File: config.mk
export PLATFORM = sky130hd
export DESIGN_NAME = uart_rx_edge_interval_decoder_core
export DESIGN_NICKNAME = d
export VERILOG_FILES = /design/src/rtl/uartrx_pkg.sv /design/src/rtl/uart_rx_edge_interval_decoder_core.sv /design/src/rtl/uartrx_frame.sv /design/src/rtl/uartrx_ring.sv
export SDC_FILE = /design/constraint.sdc
export NUM_CORES = 2
export LEC_CHECK = 0
export BUFFER_PORTS_ARGS = -buffer_cell sky130_fd_sc_hd__buf_2
export CAP_MARGIN = 20
export CELL_PAD_IN_SITES_DETAIL_PLACEMENT = 1
export CELL_PAD_IN_SITES_GLOBAL_PLACEMENT = 1
export CORE_ASPECT_RATIO = 1.4
export CORE_MARGIN = 2
export CORE_UTILIZATION = 56
export DETAILED_ROUTE_END_ITERATION = 12
export PLACE_DENSITY = 0.84
export SLEW_MARGIN = 20
export SYNTH_ARGS = -nofsm -noshare
export SYNTH_HDL_FRONTEND = slang
export SYNTH_SLANG_ARGS = --single-unit
File: constraint.sdc
create_clock -name clock -period 8.3 [get_ports clock]
set_input_delay 0.415 -clock clock [delete_from_list [all_inputs] [get_ports clock]]
set_output_delay 0.415 -clock clock [all_outputs]
set_load 0.1 [all_outputs]
File: src/rtl/uartrx_pkg.sv
// ============================================================================
// uartrx_pkg
// Shared types and codes for the edge-timed UART receive core.
// ============================================================================
package uartrx_pkg;

   // Transaction kinds (req_tuser)
   localparam logic OP_EDGE = 1'b0;
   localparam logic OP_READ = 1'b1;

   // Bit timer commands
   localparam logic [1:0] TCMD_START   = 2'd0;
   localparam logic [1:0] TCMD_STOP    = 2'd1;
   localparam logic [1:0] TCMD_RESTART = 2'd2;
   localparam logic [1:0] TCMD_NONE    = 2'd3;

   // Frame position codes
   localparam logic signed [5:0] POS_IDLE  = -6'sd2;
   localparam logic signed [5:0] POS_START = -6'sd1;

   // Data bit limits
   localparam logic [3:0] DATA_BITS_MIN   = 4'd5;
   localparam logic [3:0] DATA_BITS_MAX   = 4'd8;
   localparam logic [3:0] DATA_BITS_RESET = 4'd8;

   // Register indexes (word index = paddr[2])
   localparam logic REG_DATA_BITS = 1'b0;

   localparam logic [7:0] FILL_SAT = 8'hFF;

   // Frame assembler result for the current edge
   typedef struct packed {
      logic [1:0] tcmd;
      logic       done;
      logic [7:0] data;
   } frame_res_type;

   // Ring status: empty/full before the step, fill after it
   typedef struct packed {
      logic       empty;
      logic       full;
      logic [7:0] fill;
   } ring_stat_type;

endpackage

File: src/rtl/uart_rx_edge_interval_decoder_core.sv
// ============================================================================
// uart_rx_edge_interval_decoder_core
// Edge-timed UART receiver with a byte receive ring.
// ============================================================================
// Rebuilds UART frames (5 to 8 data bits, set by the data_bits register at
// byte address 0, reset 8) from line edge transactions, each carrying the
// line level after the edge and the whole bit periods since the last edge.
// Completed bytes go into a RING_DEPTH-entry ring (holds RING_DEPTH-1 bytes);
// read transactions pop one byte. One transaction is taken every clock while
// the output register is free or being drained; each produces exactly one
// result transaction in the next cycle, held in the output register until taken.
// The ring read goes through the memory's registered read port, which is
// loaded along with the output register. A full ring drops the byte and
// flags overrun; an empty read returns zero with ring_empty set. No clearing
// pass is run after reset: stored entries are read only after being written.
// ============================================================================
module uart_rx_edge_interval_decoder_core #(
   parameter int RING_DEPTH = 256
) (
   input  logic        clock,
   input  logic        reset,

   // Request stream
   input  logic        req_tvalid,
   output logic        req_tready,
   input  logic [7:0]  req_tdata,   // [0] line_level, [4:1] bit_periods
   input  logic        req_tuser,   // [0] op (0 edge, 1 read)

   // Response stream
   output logic        rsp_tvalid,
   input  logic        rsp_tready,
   output logic [23:0] rsp_tdata,   // [1:0] timer_cmd, [2] byte_done,
                                    // [10:3] read_byte, [11] ring_empty,
                                    // [12] overrun, [20:13] fill_count

   // Configuration port
   input  logic        csr_psel,
   input  logic        csr_penable,
   input  logic        csr_pwrite,
   input  logic [2:0]  csr_paddr,
   input  logic [31:0] csr_pwdata,
   output logic [31:0] csr_prdata,
   output logic        csr_pready
);

   uartrx_pkg::frame_res_type frame_res;
   uartrx_pkg::ring_stat_type ring_stat;

   logic [3:0] data_bits_ff;
   logic       accept, edge_en, read_en, push, pop;
   logic [7:0] ring_rdata;

   // Output register
   logic       rsp_valid_ff;
   logic [1:0] tcmd_ff;
   logic       done_ff, empty_ff, ovr_ff, popped_ff;
   logic [7:0] fill_ff;

   // ---------------------------------------------------------------- config
   assign csr_pready = 1'b1;
   assign csr_prdata = (csr_paddr[2] == uartrx_pkg::REG_DATA_BITS)
                       ? {28'h0, data_bits_ff} : 32'h0;

   always_ff @(posedge clock) begin
      if (reset) begin
         data_bits_ff <= uartrx_pkg::DATA_BITS_RESET;
      end else if (csr_psel && csr_penable && csr_pwrite && csr_pready
                   && csr_paddr[2] == uartrx_pkg::REG_DATA_BITS) begin
         data_bits_ff <= csr_pwdata[3:0];
      end
   end

   // ------------------------------------------------------------- handshake
   // New transaction whenever the output slot is free or being drained.
   assign req_tready = !rsp_valid_ff || rsp_tready;
   assign accept     = req_tvalid && req_tready;
   assign edge_en    = accept && (req_tuser == uartrx_pkg::OP_EDGE);
   assign read_en    = accept && (req_tuser == uartrx_pkg::OP_READ);

   // Push only when the byte completes and there is room; pop if non-empty.
   assign push = edge_en && frame_res.done && !ring_stat.full;
   assign pop  = read_en && !ring_stat.empty;

   uartrx_frame u_frame (
      .clock       (clock),
      .reset       (reset),
      .edge_en     (edge_en),
      .line_level  (req_tdata[0]),
      .bit_periods (req_tdata[4:1]),
      .data_bits   (data_bits_ff),
      .res         (frame_res)
   );

   uartrx_ring #(
      .RING_DEPTH (RING_DEPTH)
   ) u_ring (
      .clock (clock),
      .reset (reset),
      .push  (push),
      .pop   (pop),
      .wdata (frame_res.data),
      .rdata (ring_rdata),
      .stat  (ring_stat)
   );

   // -------------------------------------------------------- result register
   always_ff @(posedge clock) begin
      if (reset) begin
         rsp_valid_ff <= 1'b0;
      end else if (accept) begin
         rsp_valid_ff <= 1'b1;
      end else if (rsp_tready) begin
         rsp_valid_ff <= 1'b0;
      end
   end

   always_ff @(posedge clock) begin
      if (accept) begin
         tcmd_ff   <= edge_en ? frame_res.tcmd : uartrx_pkg::TCMD_NONE;
         done_ff   <= edge_en && frame_res.done;
         ovr_ff    <= edge_en && frame_res.done && ring_stat.full;
         empty_ff  <= read_en && ring_stat.empty;
         popped_ff <= pop;
         fill_ff   <= ring_stat.fill;
      end
   end

   // Ring read data lands with the result register; it only reloads on a pop,
   // so it holds while the response is stalled.
   assign rsp_tvalid = rsp_valid_ff;
   assign rsp_tdata  = {3'b000, fill_ff, ovr_ff, empty_ff,
                        (popped_ff ? ring_rdata : 8'h00), done_ff, tcmd_ff};

endmodule

File: src/rtl/uartrx_frame.sv
// ============================================================================
// uartrx_frame
// Frame assembler: tracks bit position and builds the byte from edge timing.
// ============================================================================
module uartrx_frame (
   input  logic                      clock,
   input  logic                      reset,
   input  logic                      edge_en,
   input  logic                      line_level,
   input  logic [3:0]                bit_periods,
   input  logic [3:0]                data_bits,
   output uartrx_pkg::frame_res_type res
);

   logic signed [5:0] pos_ff, pos_in;
   logic [7:0]        byte_ff, byte_in;

   logic [3:0]        nb;
   logic signed [6:0] pos_ext, pos_sum, nb_ext;
   logic [7:0]        mask, byte_new;

   always_comb begin
      priority if (data_bits < uartrx_pkg::DATA_BITS_MIN) begin
         nb = uartrx_pkg::DATA_BITS_MIN;
      end else if (data_bits > uartrx_pkg::DATA_BITS_MAX) begin
         nb = uartrx_pkg::DATA_BITS_MAX;
      end else begin
         nb = data_bits;
      end
   end

   assign pos_ext = {pos_ff[5], pos_ff};
   assign pos_sum = pos_ext + $signed({3'b000, bit_periods});
   assign nb_ext  = $signed({3'b000, nb});

   // Bits covered by the period since the last edge, clipped to the data field
   always_comb begin
      for (int i = 0; i < 8; i++) begin
         mask[i] = ($signed(7'(i)) < nb_ext) && ($signed(7'(i)) >= pos_ext)
                   && ($signed(7'(i)) < pos_sum);
      end
   end

   assign byte_new = line_level ? byte_ff : (byte_ff | mask);

   always_comb begin
      res.data = byte_new;
      res.done = 1'b0;
      pos_in   = pos_ff;
      byte_in  = byte_ff;
      if (pos_ff == uartrx_pkg::POS_IDLE) begin
         res.tcmd = uartrx_pkg::TCMD_START;
         pos_in   = uartrx_pkg::POS_START;
      end else if (pos_sum >= nb_ext) begin
         res.done = 1'b1;
         byte_in  = 8'h00;
         if (pos_sum > nb_ext) begin
            // edge was also the next start bit
            res.tcmd = uartrx_pkg::TCMD_START;
            pos_in   = uartrx_pkg::POS_START;
         end else begin
            res.tcmd = uartrx_pkg::TCMD_STOP;
            pos_in   = uartrx_pkg::POS_IDLE;
         end
      end else begin
         res.tcmd = uartrx_pkg::TCMD_RESTART;
         pos_in   = pos_sum[5:0];
         byte_in  = byte_new;
      end
   end

   always_ff @(posedge clock) begin
      if (reset) begin
         pos_ff  <= uartrx_pkg::POS_IDLE;
         byte_ff <= 8'h00;
      end else if (edge_en) begin
         pos_ff  <= pos_in;
         byte_ff <= byte_in;
      end
   end

endmodule

File: src/rtl/uartrx_ring.sv
// ============================================================================
// uartrx_ring
// Receive ring: synchronous byte memory with write/read pointers and count.
// ============================================================================
module uartrx_ring #(
   parameter int RING_DEPTH = 256
) (
   input  logic                      clock,
   input  logic                      reset,
   input  logic                      push,
   input  logic                      pop,
   input  logic [7:0]                wdata,
   output logic [7:0]                rdata,
   output uartrx_pkg::ring_stat_type stat
);

   localparam int AW = (RING_DEPTH > 1) ? $clog2(RING_DEPTH) : 1;
   localparam int FW = (AW > 8) ? AW : 8;

   logic [7:0]    mem [RING_DEPTH];
   logic [AW-1:0] wr_ptr_ff, wr_ptr_in;
   logic [AW-1:0] rd_ptr_ff, rd_ptr_in;
   logic [AW-1:0] cnt_ff, cnt_in;
   logic [FW-1:0] cnt_wide;
   logic [7:0]    rdata_ff;

   assign stat.empty = (cnt_ff == '0);
   assign stat.full  = (cnt_ff == AW'(RING_DEPTH - 1));

   always_comb begin
      wr_ptr_in = wr_ptr_ff;
      rd_ptr_in = rd_ptr_ff;
      cnt_in    = cnt_ff;
      if (push) begin
         wr_ptr_in = (wr_ptr_ff == AW'(RING_DEPTH - 1)) ? '0 : wr_ptr_ff + 1'b1;
         cnt_in    = cnt_ff + 1'b1;
      end else if (pop) begin
         rd_ptr_in = (rd_ptr_ff == AW'(RING_DEPTH - 1)) ? '0 : rd_ptr_ff + 1'b1;
         cnt_in    = cnt_ff - 1'b1;
      end
   end

   // Reported fill saturates at 255 for deep rings
   assign cnt_wide  = FW'(cnt_in);
   assign stat.fill = (cnt_wide > FW'(255)) ? uartrx_pkg::FILL_SAT : cnt_wide[7:0];

   always_ff @(posedge clock) begin
      if (reset) begin
         wr_ptr_ff <= '0;
         rd_ptr_ff <= '0;
         cnt_ff    <= '0;
      end else begin
         wr_ptr_ff <= wr_ptr_in;
         rd_ptr_ff <= rd_ptr_in;
         cnt_ff    <= cnt_in;
      end
   end

   // Storage: one write port, one registered read port
   always_ff @(posedge clock) begin
      if (push) begin
         mem[wr_ptr_ff] <= wdata;
      end
      if (pop) begin
         rdata_ff <= mem[rd_ptr_ff];
      end
   end

   assign rdata = rdata_ff;

endmodule
==> summary.md <==
| Metric | Value |
|---|---|
| Reg clk slew, reported paths | ~70 ps |
| Row count | between 150 and 200 |
| Synth Register Bits | approximately 2100 |
| Relative slew slack | approximately 18% |
| Vias in the first global route | approximately 47000 |
| Max-cap violations | 0 |
| Worst hold path class | input port to flip-flop |
| Synth Instances | between 4000 and 5000 |
| Final core utilization | 62.0% |
| Failing checks | design-rule violations |
| Clk sinks | ~2100 |
| DRT Pass-1 Iters | 10 |
| Post-synth top flop | edfxtp_1 |
| Clock Tree Root | clkbuf_16 |
| Post-synth cell types | 81 |
| Crit path kind | flip-flop to flip-flop |
| Register area share after synthesis | between 70 and 80% |
| Core box area | approximately 0.15 sq mm |
| Vert. Die Dim | between 400 and 500 microns |
| Post-CTS resize count | 0 |
| Clk Latency, worst-skew pair | about 850 ps |
| Worst-Margin Slew | 1230 ps |
| P_leak | 28.1 nW |
| Total Die Area | about 0.15 sq mm |
| I/O pins | 110 |
| Num CTS Buffers | approximately 180 |
| Initial Util | a little under three fifths |
| DR WL/cell | around 41 microns |
| Net count, final | around 4300 |
| CP Max Fanout | 28 |
| CP required | 8760 ps |
| Crit path time final | between 5000 and 6000 ps |
| Async S/R FF share, synth | 0% |
| Share of layout cells above drive strength 1 | between 20% and 30% |
| Final hold violations | 0 |
| GRT Total Usage | around 34% |
| Vias per std cell | ~7.4 |
| Setup crit start kind | flip-flop |
| Area leader, netlist | edfxtp_1 |
| CTS max path bufs | 3 |
| Cell Pwr Density | 265 mW/mm^2 |
| # H-tree levels | 4 |
| Drt total wl | around 260000 microns |
| Mean post-synth cell area | between 20 and 25 sq um |
| TritonCTS clock tree | done |
| Crit path DAT | between 6000 and 7000 ps |
| Total Neg Setup Slack | 0 ps |
| RSZ-0062 raised after global routing | false |
| Antenna violations before repair | 15 |
| Synth top area cells | edfxtp_1 75%, mux4_2 13%, mux2i_1 1.8% |
| Fmax | approximately 170 MHz |
| Number of synthesized flops with an enable pin | between 2000 and 2500 |
| Yosys top cell area share | 74.5% |
| Period utilization | roughly 70% |
| Hold_buf cts | 6 |
| DRC | 22 |
| DR vias | approximately 46000 |
| DP HPWL | roughly 140000 microns |
| ANT nets after route | 0 |
| Outcome | complete, but fails checks |
| Clock Skew | approximately 39 ps |
| YS warnings | 0 |
| Grt ovf | 0 |
| Synth Cell Area | roughly 0.083 sq mm |
| Port Buf Inserts | between 40 and 50 |
| Initial DRC count | ~6800 |
| Chip Width | ~330 microns |
| Final count of pins violating max slew | 0 |
| Largest net degree at the start of global routing | 258 |
| Worst setup EP type | flip-flop |
| Setup Viol. Count Final | 0 |
| Global-route wire length before repair | roughly 360000 microns |
| GPL Wtd Cong | 0.906 |
| Setup repair bufs after CTS | 0 |
| VDD IR max | around 0.27 mV |
| Area Overhead vs Synth | 9.94% |
[registers in the layout, summed over array words and instances, names as in the netlist]
register / cells
u_ring.wr_ptr_ff: 8
ovr_ff: 1
u_frame.pos_ff: 6
data_bits_ff: 4
done_ff: 1
empty_ff: 1
u_ring.mem: 2048
rsp_tvalid: 1
u_ring.cnt_ff: 8
u_frame.byte_ff: 8
tcmd_ff: 2
u_ring.rdata: 8
popped_ff: 1
u_ring.rd_ptr_ff: 8
fill_ff: 8
[worst paths after layout]
check | startpoint | end | slack (ps) | depth (start not counted)
max reg2reg | u_frame.pos_ff[0] | u_ring.mem[83][4] | 2480 | 12
max | u_frame.pos_ff[0] | u_ring.mem[83][4] | 2480 | 12
min reg2reg | data_bits_ff[0] | data_bits_ff[0] | 540 | 2
min | req_tuser | empty_ff | 40 | 3
[where the power goes]
| group | switching (W) | total (W) | internal [W] |
|---|---|---|---|
| Combinational | 0.00201 | 0.00326 | 0.00126 |
| Sequential | 0.000102 | 0.0121 | 0.0120 |
| Clock | 0.00399 | 0.00891 | 0.00492 |
[through the flow]
step / hold slack (ps) / area [sq um] / instances / power, W / worst slack, ps
after global routing: 33.1 / 91700 / 6285 / 0.0247 / 2370
after global placement: 478 / 85400 / 5939 / 0.0154 / 2370
after floorplan: 431 / 83500 / 4150 / 0.0148 / 1990
final: 43.2 / 91700 / 6301 / 0.0243 / 2480
after detailed placement: 514 / 85400 / 5940 / 0.0155 / 2690
after CTS: 10.4 / 91500 / 6279 / 0.0242 / 2730
[critical path: stages, from the launching register on]
cell and delay (ps):
dfxtp_1 380, ha_1 240, fa_1 420, xor2_1 710, ha_1 390, o21ai_0 100, nand2b_1 120, a211oi_1 510
a21o_1 560, inv_4 330, nand4_1 670, buf_4 610, nor2_1 370
[layout by cell type (no fill, tap or decap), types with 27 or more instances in the layout]
cell type,synthesis,layout
conb_1,2,32
clkinv_1,1,40
dfxtp_1,43,38
nand3_1,41,40
clkbuf_1,85,29
a22oi_1,59,59
a221oi_1,27,27
buf_2,76,44
nand2_1,72,68
edfxtp_1,2070,2070
o22ai_1,29,29
clkbuf_16,0,185
inv_1,27,27
clkinv_2,0,31
o221ai_1,27,27
a21oi_1,79,79
nor2_1,351,347
buf_4,67,69
o21ai_0,33,33
mux4_2,479,479
mux2i_1,146,146
[metal layers]
layer  routed length [microns]  GRT usage [%]  vias up
li1                          -              -    17100
met1                     81700           42.0    23700
met2                    122000           53.3     4496
met3                     31200           8.73     1068
met4                     21500           24.1       14
met5                       149              0        -
[cells in the mapped netlist, types with 13 or more instances]
library cell	instances
a211oi_1	24
a221oi_1	27
buf_2	76
clkbuf_1	85
nor2b_1	23
inv_1	27
buf_4	67
dfxtp_1	43
o211ai_1	14
nor2_1	351
a21oi_1	79
a31oi_1	13
nand4_1	19
buf_6	36
nand2_1	72
ha_1	16
nand3_1	41
a22oi_1	59
mux2_2	14
and3_1	13
a22o_1	22
nor3_1	20
and2_1	13
o21ai_0	33
o221ai_1	27
mux4_2	479
o22ai_1	29
mux2i_1	146
edfxtp_1	2070
[kinds of logic (layout without fill, tap and decap cells)]
family | after synthesis | count (layout) | synth area share, %
multiplexers | 639 | 639 | 14.9
XOR/XNOR | 15 | 15 | 0.158
adder cells (fa/ha/maj) | 17 | 17 | 0.264
AO/OA/AOI/OAI | 410 | 410 | 3.54
buffers and inverters | 313 | 503 | 2.26
flip-flops | 2113 | 2113 | 75.6
other | 2 | 50 | 0.00900
AND/OR/NAND/NOR | 611 | 611 | 3.33
[final cells by class]
type | instances | area [sq um]
Sequential cell | 2113 | 63000
Fill cell | 12200 | 56200
Multi-Input combinational cell | 1724 | 18800
Clock buffer | 219 | 4810
Tap cell | 1943 | 2430
Clock inverter | 114 | 1240
Timing Repair Buffer | 140 | 1230
Inverter | 30 | 118
Antenna cell | 18 | 45.0
(Power assumes the default switching activity.)
